$ cat config.mk
export PLATFORM = sky130hd
export DESIGN_NAME = bucket_min_max_peaks_core
export DESIGN_NICKNAME = d
export VERILOG_FILES = /design/src/bmmp_pkg.sv /design/src/bmmp_drain.sv /design/src/bucket_min_max_peaks_core.sv
export SDC_FILE = /design/constraint.sdc
export NUM_CORES = 2
export LEC_CHECK = 0
export ABC_AREA = 1
export ABC_CLOCK_PERIOD_IN_PS = 25100
export BUFFER_PORTS_ARGS = -buffer_cell sky130_fd_sc_hd__buf_2
export CORE_MARGIN = 2
export CORE_UTILIZATION = 30
export DETAILED_ROUTE_END_ITERATION = 10
export GPL_TIMING_DRIVEN = 0
export PLACE_DENSITY = 0.48
export SLEW_MARGIN = 20
export SYNTH_ARGS = -nofsm -noshare
export SYNTH_HDL_FRONTEND = slang
export SYNTH_HIERARCHICAL = 1
export SYNTH_SLANG_ARGS = --single-unit
$ cat constraint.sdc
create_clock -name clk -period 25.1 [get_ports clk]
set_input_delay 1.255 -clock clk [delete_from_list [all_inputs] [get_ports clk]]
set_output_delay 1.255 -clock clk [all_outputs]
set_load 0.1 [all_outputs]
$ cat src/bmmp_pkg.sv
`timescale 1ns / 1ps

package bmmp_pkg;

  localparam int MAX_CHANNELS_DEF = 8;
  localparam int SAMPLE_BITS_DEF  = 24;

  // configuration port
  localparam int CFG_INDEX_W = 1;
  localparam int CFG_DATA_W  = 16;
  localparam int CC_W        = 4;
  localparam int FPB_W       = 16;
  localparam int BUCKET_W    = 32;
  localparam int CHIDX_W     = 3;

  localparam logic [CFG_INDEX_W-1:0] CFG_CHANNEL_COUNT     = 1'd0;
  localparam logic [CFG_INDEX_W-1:0] CFG_FRAMES_PER_BUCKET = 1'd1;

  localparam logic [CC_W-1:0]  CC_RESET  = 4'd1;
  localparam logic [FPB_W-1:0] FPB_RESET = 16'd256;
  localparam logic [FPB_W-1:0] FPB_SAT   = 16'hFFFF;

  // snapshot request from the accumulator to the drain
  typedef struct packed {
    logic                load;
    logic [BUCKET_W-1:0] bucket;
  } snap_ctrl_t;

  typedef struct packed {
    logic busy;       // snapshot holds results not yet loaded to the output
    logic finishing;  // last result of the snapshot loads this cycle
  } drain_status_t;

endpackage

$ cat src/bmmp_drain.sv
`timescale 1ns / 1ps

module bmmp_drain import bmmp_pkg::*; #(
  parameter int MAX_CHANNELS = MAX_CHANNELS_DEF,
  parameter int SAMPLE_BITS  = SAMPLE_BITS_DEF,
  localparam int CH_W  = (MAX_CHANNELS > 1) ? $clog2(MAX_CHANNELS) : 1,
  localparam int CNT_W = $clog2(MAX_CHANNELS + 1)
) (
  input  logic                          clk,
  input  logic                          rst,
  input  snap_ctrl_t                    ctrl,
  input  logic [CNT_W-1:0]              count,
  input  logic signed [SAMPLE_BITS-1:0] snap_min_in [MAX_CHANNELS],
  input  logic signed [SAMPLE_BITS-1:0] snap_max_in [MAX_CHANNELS],
  output drain_status_t                 status,
  output logic                          out_valid,
  input  logic                          out_ready,
  output logic [CHIDX_W-1:0]            channel_index,
  output logic [BUCKET_W-1:0]           bucket_index,
  output logic signed [SAMPLE_BITS-1:0] bucket_min,
  output logic signed [SAMPLE_BITS-1:0] bucket_max,
  output logic                          last_of_run
);

  logic signed [SAMPLE_BITS-1:0] snap_min [MAX_CHANNELS];
  logic signed [SAMPLE_BITS-1:0] snap_max [MAX_CHANNELS];
  logic [BUCKET_W-1:0]           snap_bucket;
  logic [CNT_W-1:0]              cnt;
  logic [CH_W-1:0]               idx;
  logic                          busy;
  logic                          out_load;
  logic                          idx_last;

  assign out_load = busy && (!out_valid || out_ready);
  assign idx_last = (32'(idx) + 32'd1) == 32'(cnt);

  assign status.busy      = busy;
  assign status.finishing = out_load && idx_last;

  always_ff @(posedge clk) begin
    if (rst) begin
      busy      <= 1'b0;
      out_valid <= 1'b0;
      idx       <= '0;
    end else begin
      if (out_load) begin
        out_valid <= 1'b1;
      end else if (out_ready) begin
        out_valid <= 1'b0;
      end
      // a new snapshot may land in the cycle the old one finishes
      if (ctrl.load) begin
        busy <= 1'b1;
        idx  <= '0;
      end else begin
        if (out_load) begin
          idx <= idx + 1'b1;
        end
        if (out_load && idx_last) begin
          busy <= 1'b0;
        end
      end
    end
  end

  always_ff @(posedge clk) begin
    if (out_load) begin
      channel_index <= CHIDX_W'(idx);
      bucket_index  <= snap_bucket;
      bucket_min    <= snap_min[idx];
      bucket_max    <= snap_max[idx];
      last_of_run   <= idx_last;
    end
    if (ctrl.load) begin
      snap_min    <= snap_min_in;
      snap_max    <= snap_max_in;
      snap_bucket <= ctrl.bucket;
      cnt         <= count;
    end
  end

endmodule

$ cat src/bucket_min_max_peaks_core.sv
`timescale 1ns / 1ps

// Min/max decimation of an interleaved sample stream. Samples enter one per
// cycle, channels in order 0 up to the effective channel count minus one, and
// update a per-channel running min and max in the same cycle. When a bucket
// closes (frames_per_bucket frames done, or end_of_stream on the last sample of
// a frame) the running values are copied into a snapshot and cleared, and the
// snapshot drains one result per cycle unless stalled, channel 0 first,
// last_of_run on the highest channel. Sustained input rate is one sample per
// cycle; a closing sample is held off only while the previous bucket's snapshot
// still has results not yet moved to the output register, so a bucket needs at
// least as many samples as there are channels to keep full rate.
// Configuration is written through cfg_we/cfg_index/cfg_data while idle.
module bucket_min_max_peaks_core import bmmp_pkg::*; #(
  parameter int MAX_CHANNELS = MAX_CHANNELS_DEF,
  parameter int SAMPLE_BITS  = SAMPLE_BITS_DEF
) (
  input  logic                          clk,
  input  logic                          rst,
  input  logic                          cfg_we,
  input  logic [CFG_INDEX_W-1:0]        cfg_index,
  input  logic [CFG_DATA_W-1:0]         cfg_data,
  input  logic                          in_valid,
  output logic                          in_ready,
  input  logic signed [SAMPLE_BITS-1:0] sample,
  input  logic                          end_of_stream,
  output logic                          out_valid,
  input  logic                          out_ready,
  output logic [CHIDX_W-1:0]            channel_index,
  output logic [BUCKET_W-1:0]           bucket_index,
  output logic signed [SAMPLE_BITS-1:0] bucket_min,
  output logic signed [SAMPLE_BITS-1:0] bucket_max,
  output logic                          last_of_run
);

  localparam int CH_W  = (MAX_CHANNELS > 1) ? $clog2(MAX_CHANNELS) : 1;
  localparam int CNT_W = $clog2(MAX_CHANNELS + 1);
  localparam logic signed [SAMPLE_BITS-1:0] SMP_MAX = {1'b0, {(SAMPLE_BITS-1){1'b1}}};
  localparam logic signed [SAMPLE_BITS-1:0] SMP_MIN = {1'b1, {(SAMPLE_BITS-1){1'b0}}};

  logic [CC_W-1:0]     chan_count;
  logic [FPB_W-1:0]    frames_per_bucket;

  logic signed [SAMPLE_BITS-1:0] running_min [MAX_CHANNELS];
  logic signed [SAMPLE_BITS-1:0] running_max [MAX_CHANNELS];
  logic [CH_W-1:0]     channel_position;
  logic [FPB_W-1:0]    frames_in_bucket;
  logic [BUCKET_W-1:0] bucket_counter;

  logic [31:0]         nch_wide;
  logic [CNT_W-1:0]    nch;
  logic [FPB_W-1:0]    fpb_eff;
  logic [FPB_W-1:0]    frames_next;
  logic                frame_done;
  logic                close_now;
  logic                accept;
  logic signed [SAMPLE_BITS-1:0] upd_min;
  logic signed [SAMPLE_BITS-1:0] upd_max;
  logic signed [SAMPLE_BITS-1:0] snap_min_in [MAX_CHANNELS];
  logic signed [SAMPLE_BITS-1:0] snap_max_in [MAX_CHANNELS];
  snap_ctrl_t          ctrl;
  drain_status_t       status;

  always_ff @(posedge clk) begin
    if (rst) begin
      chan_count        <= CC_RESET;
      frames_per_bucket <= FPB_RESET;
    end else if (cfg_we) begin
      case (cfg_index)
        CFG_CHANNEL_COUNT:     chan_count        <= cfg_data[CC_W-1:0];
        CFG_FRAMES_PER_BUCKET: frames_per_bucket <= cfg_data[FPB_W-1:0];
        default: ;
      endcase
    end
  end

  // effective channel count: zero acts as one, clamp to the channel capacity
  always_comb begin
    if (chan_count == '0) begin
      nch_wide = 32'd1;
    end else if (32'(chan_count) > 32'(MAX_CHANNELS)) begin
      nch_wide = 32'(MAX_CHANNELS);
    end else begin
      nch_wide = 32'(chan_count);
    end
  end
  assign nch     = nch_wide[CNT_W-1:0];
  assign fpb_eff = (frames_per_bucket == '0) ? FPB_RESET / FPB_RESET : frames_per_bucket;

  assign frame_done  = (32'(channel_position) + 32'd1) >= 32'(nch);
  assign frames_next = (frames_in_bucket < FPB_SAT) ? frames_in_bucket + 1'b1
                                                    : frames_in_bucket;
  assign close_now   = frame_done && ((frames_next >= fpb_eff) || end_of_stream);

  assign in_ready = !status.busy || status.finishing || !close_now;
  assign accept   = in_valid && in_ready;

  assign upd_min = (sample < running_min[channel_position]) ? sample
                                                            : running_min[channel_position];
  assign upd_max = (sample > running_max[channel_position]) ? sample
                                                            : running_max[channel_position];

  always_comb begin
    for (int c = 0; c < MAX_CHANNELS; c++) begin
      if (CH_W'(c) == channel_position) begin
        snap_min_in[c] = upd_min;
        snap_max_in[c] = upd_max;
      end else begin
        snap_min_in[c] = running_min[c];
        snap_max_in[c] = running_max[c];
      end
    end
  end

  assign ctrl.load   = accept && close_now;
  assign ctrl.bucket = bucket_counter;

  always_ff @(posedge clk) begin
    if (rst) begin
      for (int c = 0; c < MAX_CHANNELS; c++) begin
        running_min[c] <= SMP_MAX;
        running_max[c] <= SMP_MIN;
      end
      channel_position <= '0;
      frames_in_bucket <= '0;
      bucket_counter   <= '0;
    end else if (accept) begin
      if (close_now) begin
        for (int c = 0; c < MAX_CHANNELS; c++) begin
          running_min[c] <= SMP_MAX;
          running_max[c] <= SMP_MIN;
        end
        frames_in_bucket <= '0;
        bucket_counter   <= bucket_counter + 1'b1;
      end else begin
        running_min[channel_position] <= upd_min;
        running_max[channel_position] <= upd_max;
        if (frame_done) begin
          frames_in_bucket <= frames_next;
        end
      end
      channel_position <= frame_done ? '0 : channel_position + 1'b1;
    end
  end

  bmmp_drain #(
    .MAX_CHANNELS (MAX_CHANNELS),
    .SAMPLE_BITS  (SAMPLE_BITS)
  ) u_drain (
    .clk           (clk),
    .rst           (rst),
    .ctrl          (ctrl),
    .count         (nch),
    .snap_min_in   (snap_min_in),
    .snap_max_in   (snap_max_in),
    .status        (status),
    .out_valid     (out_valid),
    .out_ready     (out_ready),
    .channel_index (channel_index),
    .bucket_index  (bucket_index),
    .bucket_min    (bucket_min),
    .bucket_max    (bucket_max),
    .last_of_run   (last_of_run)
  );

  // a snapshot never overwrites results still waiting to be loaded
  a_no_snap_overrun: assert property (@(posedge clk) disable iff (rst)
    ctrl.load |-> (!status.busy || status.finishing))
    else $error("snapshot overwritten while results pending");

  a_snap_starts_drain: assert property (@(posedge clk) disable iff (rst)
    ctrl.load |=> status.busy)
    else $error("drain not busy after snapshot");

  a_bucket_advance: assert property (@(posedge clk) disable iff (rst)
    ctrl.load |=> (bucket_counter == $past(bucket_counter) + 1'b1))
    else $error("bucket counter did not advance on close");

  a_drain_after_close: assert property (@(posedge clk) disable iff (rst)
    ctrl.load |=> (out_valid || status.busy))
    else $error("closed bucket produced no pending result");

endmodule
== Word level (Yosys, flattened, before mapping) ==
Memories as Yosys holds them, arrays and structs flattened. A register that Yosys moved wholly into a read port is not among the register bits.
Cells that the tools add are included.
Storage, ports and cells
  register bits: 580
  latch bits: 0
  RAM bits: 384
  bits in read-only memories: 0
  output and inout bits: 86
  logic and storage cells: 168
  memories kept: 2
Operators by class
  add/sub/neg operators: 6
  $mul: 0
  divide/modulo/power cells: 0
  $lt $le $gt $ge: 7
  equal/unequal tests: 8
  shift operators: 0
  mux-type cells: 71
  bitwise gates (word level): 18
  reduce and logical (&&, ||, !) cells: 25
Memory list
  running_max: words 8, width 24, rd ports 9, clocked after memory_dff 1, write ports 8, line bucket_min_max_peaks_core.sv:45  | logic signed [SAMPLE_BITS-1:0] running_max [MAX_CHANNELS];
  running_min: words 8, width 24, rd ports 9, clocked after memory_dff 1, write ports 8, line bucket_min_max_peaks_core.sv:44  | logic signed [SAMPLE_BITS-1:0] running_min [MAX_CHANNELS];
Operators with widths (count)
  24-bit 2-to-1 mux: 40
  24-bit binary-select mux with 3-bit select: 2
  16-bit 2-to-1 mux: 4
  24-bit OR reduction: 2
  32-bit by 1-bit adder with 32-bit output (second input constant): 1
  32-bit by 4-bit equality test with 1-bit output: 1
  24-bit > comparator: 1
  24-bit less-than comparator: 1
  3-bit 2-to-1 mux: 7
  16-bit by 1-bit adder with 16-bit output (second input constant): 1
  16-bit >= comparator: 1
  16-bit logical NOT: 1
  16-bit less-than comparator (second input constant): 1
  1-bit 2-to-1 mux: 16
  1-bit OR: 16
  3-bit equality test (first input constant): 4
  3-bit by 1-bit adder with 4-bit output (second input constant): 2
  4-bit 2-to-1 mux: 2
  2-bit AND reduction: 4
  3-bit by 1-bit adder with 3-bit output (second input constant): 2
  2-bit by 3-bit equality test with 1-bit output (first input constant): 2
  2-bit nonzero test: 3
  1-bit logical AND: 5
  4-bit >= comparator: 1
  10 further kinds: 15

== Logic depth before layout (Yosys ltp) ==
  word-level depth: 13
  depth in mapped cells: 25
  gate-level depth less buffers: 24

== Modules after synthesis ==
The synthesis kept the hierarchy.
Modules (own cells, without submodules)
  bucket_min_max_peaks_core: instances 1, cells each 3618, area an instance 27809.2 sq um, seq. area each 13012.5 sq um
  bmmp_drain: instances 1, cells each 1256, area an instance 18719.2 sq um, seq. area each 15234.6 sq um

== Worst setup path after synthesis ==
OpenSTA, ideal clock, no wires.
  path type: input port to flip-flop
  from: in out_ready
  to: reg u_drain.idx[2]
  library setup time: 0.137 ns
  data arrival time: 9.655 ns
  required time: 24.963 ns
  slack: 15.308 ns
  cell stages on the path: 13
  buffers on the path: 1
  path through: inv_1 -> nand2_1 -> nand2_1 -> inv_1 -> nand4_1 -> inv_1 -> nor2_1 -> inv_1 -> nand3_1 -> inv_2 -> buf_2 -> or2_2 -> a211oi_1
RTL lines
  start: declaration: line bucket_min_max_peaks_core.sv:28  | input logic out_ready,
  end signal: assignment: line bmmp_drain.sv:57  | idx <= idx + 1'b1;
  end: declaration: line bmmp_drain.sv:29  | logic [CH_W-1:0] idx;

==> key figures <==
Pwr
  – Sequential power share: 39.4%
  – Sw frac: 37.44%
  – Psw: 1965 uW
  – Pint: 3283 uW
  – Combinational Power Share: 28.7%
  – PwrDens: 97.32 mW/mm^2
  – VDD IR-drop max: 0.05346 mV
  – Leak pwr: 0.01958 uW
  – Clock share of power: 31.9%

Routing
  – Routed wire length: 190.2 mm
  – Detail Route Antenna Nets: 0
  – Via total after detailed routing: 38.53k
  – Wire per inst: 26.15 um
  – Initial DRT Pass Iterations: 6
  – Avg Vias per Cell: 5.300
  – DRC: 0
  – Initial drt markers: 4504

Synthesis
  – FF+latch count, synth: 967
  – Synth warn: 6
  – Cell taking the most area after synthesis: edfxtp_1
  – Cell Area, Synth: 0.04653 sq mm
  – Multiplexer share of the synthesized area: 0%
  – Post-synth top area share: 57.31%
  – Seq/Total Area, Yosys: 60.71%
  – EDFF count, synth: 888
  – Post-synth top flop: edfxtp_1
  – Synth cell types: 46
  – Post-Synth Simple-Gate Area: 20.71%
  – XOR/XNOR share of the synthesized area: 0.4706%
  – Async SR Flop Fraction: 0%
  – Post-Syn Nets: 4997
  – Largest cells by area after synthesis: edfxtp_1, nand2_1, o21ai_0
  – Cells after synthesis: 4874
  – Post-Synth Adder-Cell Area: 2.044%
  – Syn_area_per_cell: 9.546 sq um
  – Main combinational cell family by area after synthesis: simple AND/OR/NAND/NOR gates
  – Compound-gate portion of the synthesized area: 11.17%

Placement
  – Post-DP HPWL: 136.3 mm
  – RePlAce Congestion: 1.004
  – Port buffer count: 132
  – Pre-CTS WS: 19020 ps
  – Dpl cells: 7064

Die
  – Core box area: 0.1540 sq mm
  – Die height: 397.8 um
  – Die footprint: 0.1583 sq mm
  – Starting density of the core: 30.20%
  – Die span in x: 397.8 um
  – I/O Pins: 133
  – Row count: 144

Cells and area
  – Final Non-Filler Cells: 7271
  – Fraction of layout cells with a size suffix above 1: 9.761%
  – Area Overhead vs Synth: 15.89%
  – Nets: 5254

Clock network
  – TritonCTS clock tree: done
  – TritonCTS Buffers: 108
  – Clock-pin slew on the worst setup and hold paths: 60 ps
  – Clk buf depth: 3
  – Worst-skew pair later-pin latency: 760 ps
  – Hold buffers post-CTS: 0
  – Setup bufs post-CTS: 0
  – CTS sink cnt: 967
  – CTS Root Buffer Type: clkbuf_16
  – Number of cells upsized or downsized after cts: 0
  – H-Tree Depth: 3

STA
  – Fin Setup TNS: 0 ps
  – Count of pins over their slew limit: 0
  – Final setup fails: 0
  – Final period util: 25.00%
  – RSZ-0062 raised after global routing: false
  – Slew at the pin closest to its max-slew limit: 1375 ps
  – Clock skew: 62.17 ps
  – Max-Slew Margin vs Limit: 7.364%
  – Final Hold Violating Endpoints: 0
  – Min Tclk post-route: 6276 ps
  – WHS: 399.6 ps
  – PnR worst setup slack: 18820 ps
  – FMAX: 0.1593 GHz

GRT
  – First-pass GRT wire length: 267.1 mm
  – Number of global-route vias before repair: 36.67k
  – Met1 usage: 31.97%
  – Tot GR Track Use: 23.55%
  – Initial antenna violation count: 9
  – GRT overflow: 0
  – Met3 Use GR: 4.529%
  – Largest net degree at the start of global routing: 94
  – Gr busiest metal: met2
  – GR Util met2: 36.34%

Critical path
  – CP max stage delay: 870 ps
  – CP Class: reg -> reg
  – Buf+Inv Stages, Crit Path: 7
  – Startpoint types: flop
  – Worst Path Required: 25660 ps
  – Crit path max-delay cell type: clkbuf_1
  – Cell Chain, Critical Path: inv_1 > clkbuf_1 > clkbuf_1 > o21ai_0 > o221ai_1 > o21ai_0 > ha_1 > nand2_1 > inv_1 > nand3_1 > nor4_1 > inv_1 > nor4_1 > nand2_2 > nand3_4 > nand2_2 > inv_1 > buf_2 > nand2_1 > nand3_1
  – Crit path DAT: 6830 ps
  – CP dominant cell by count: inv_1
  – Delay-heaviest family, CP: buffers and inverters
  – Critical Path End Type: flop
  – CP max FO: 10

Job
  – Number of max-cap violations: 0

Outcome
  – Status: completed

Hold path
  – Worst min path class: reg -> reg
[cell families (layout without fill, tap and decap cells)]
group,after synthesis,in the layout
buffers and inverters,534,885
adder cells (fa/ha/maj),76,76
flip-flops,967,967
XOR/XNOR,25,25
AND/OR/NAND/NOR,2302,2302
AO/OA/AOI/OAI,970,970
other,0,2
[cell usage after synthesis, types with 24 or more instances]
master and number:
a21oi_1 90, a31oi_1 48, buf_2 73, clkbuf_1 199, dfxtp_1 79, edfxtp_1 888
ha_1 76, inv_1 209, nand2_1 892, nand2_2 53, nand3_1 451, nor2_1 813
nor3_1 29, o21ai_0 622, o21ai_1 53, o221ai_1 24, o22ai_1 118
[power by group through the flow]
stage               Combinational [uW]  Sequential, uW  Clock (uW)
finish                            1510            2070        1670
global route                      1600            2080        1760
CTS                               1480            2070        1700
detailed placement                1480            2100           0
global placement                  1440            2150           0
floorplan                          747            2250           0
[stage by stage]
step,instance area [sq um],power (uW),utilization (%)
3_5_place_dp,50200,3578,32.59
3_3_place_gp,49750,3592,32.29
6_report,53920,5248,35.00
5_1_grt,53920,5437,35.00
2_1_floorplan,46530,3001,-
4_1_cts,53910,5244,34.99
[layout by cell type (no fill, tap or decap), drive strengths merged]
master,instances
a221o,1
nor3,29
nand2,953
nand3,461
o221ai,24
and2,3
xor2,17
nor2,815
edfxtp,888
xnor2,8
a211oi,5
a21boi,1
o21a,3
o21bai,1
nor4,14
a31oi,48
and3,1
nor3b,2
inv,220
o22ai,118
buf,263
nor4b,1
diode,2
clkinvlp,9
nand4,22
clkbuf,326
o211ai,2
dfxtp,79
a41o,1
or2,1
o21ai,675
a21oi,90
ha,76
bufinv,17
clkinv,50
a21o,1
[layer usage]
metal  vias to the layer above  routed length (um)
met1                     18650               79670
li1                      17540                   -
met4                         6                8447
met3                       397               17730
met5                         -                  36
met2                      1945               84290
[state kept, by name (all words and copies together) (netlist names), named ones only]
name	count
u_drain/snap_min	192
u_drain/out_valid	1
running_min	192
chan_count	4
bucket_counter	32
u_drain/bucket_min	24
u_drain/snap_bucket	32
u_drain/bucket_max	24
u_drain/busy	1
channel_position	3
u_drain/snap_max	192
u_drain/cnt	4
frames_per_bucket	16
u_drain/last_of_run	1
running_max	192
u_drain/idx	3
frames_in_bucket	16
u_drain/bucket_index	32
u_drain/channel_index	3
[worst paths after layout]
kind	start	end	slack, ps	cells after the start
worst min-delay path	u_drain/snap_bucket[6]	u_drain/bucket_index[6]	400	0
worst min register to register	u_drain/snap_bucket[6]	u_drain/bucket_index[6]	400	0
worst max-delay path	flop	running_min[3][12]	18820	20
worst max register to register	flop	running_min[3][12]	18820	20
[layout make-up]
type	count	area, sq um
fillers	15710	100100
flip-flops and latches	967	28250
multi-input cells	3373	16070
clock buffers	127	2784
well taps	2044	2557
plain buffers	315	1465
repair buffers	147	1042
clock inverters	77	923.4
inverters	219	832.0
diodes	2	5.005
Note: power is estimated with default switching activity, not from simulation.
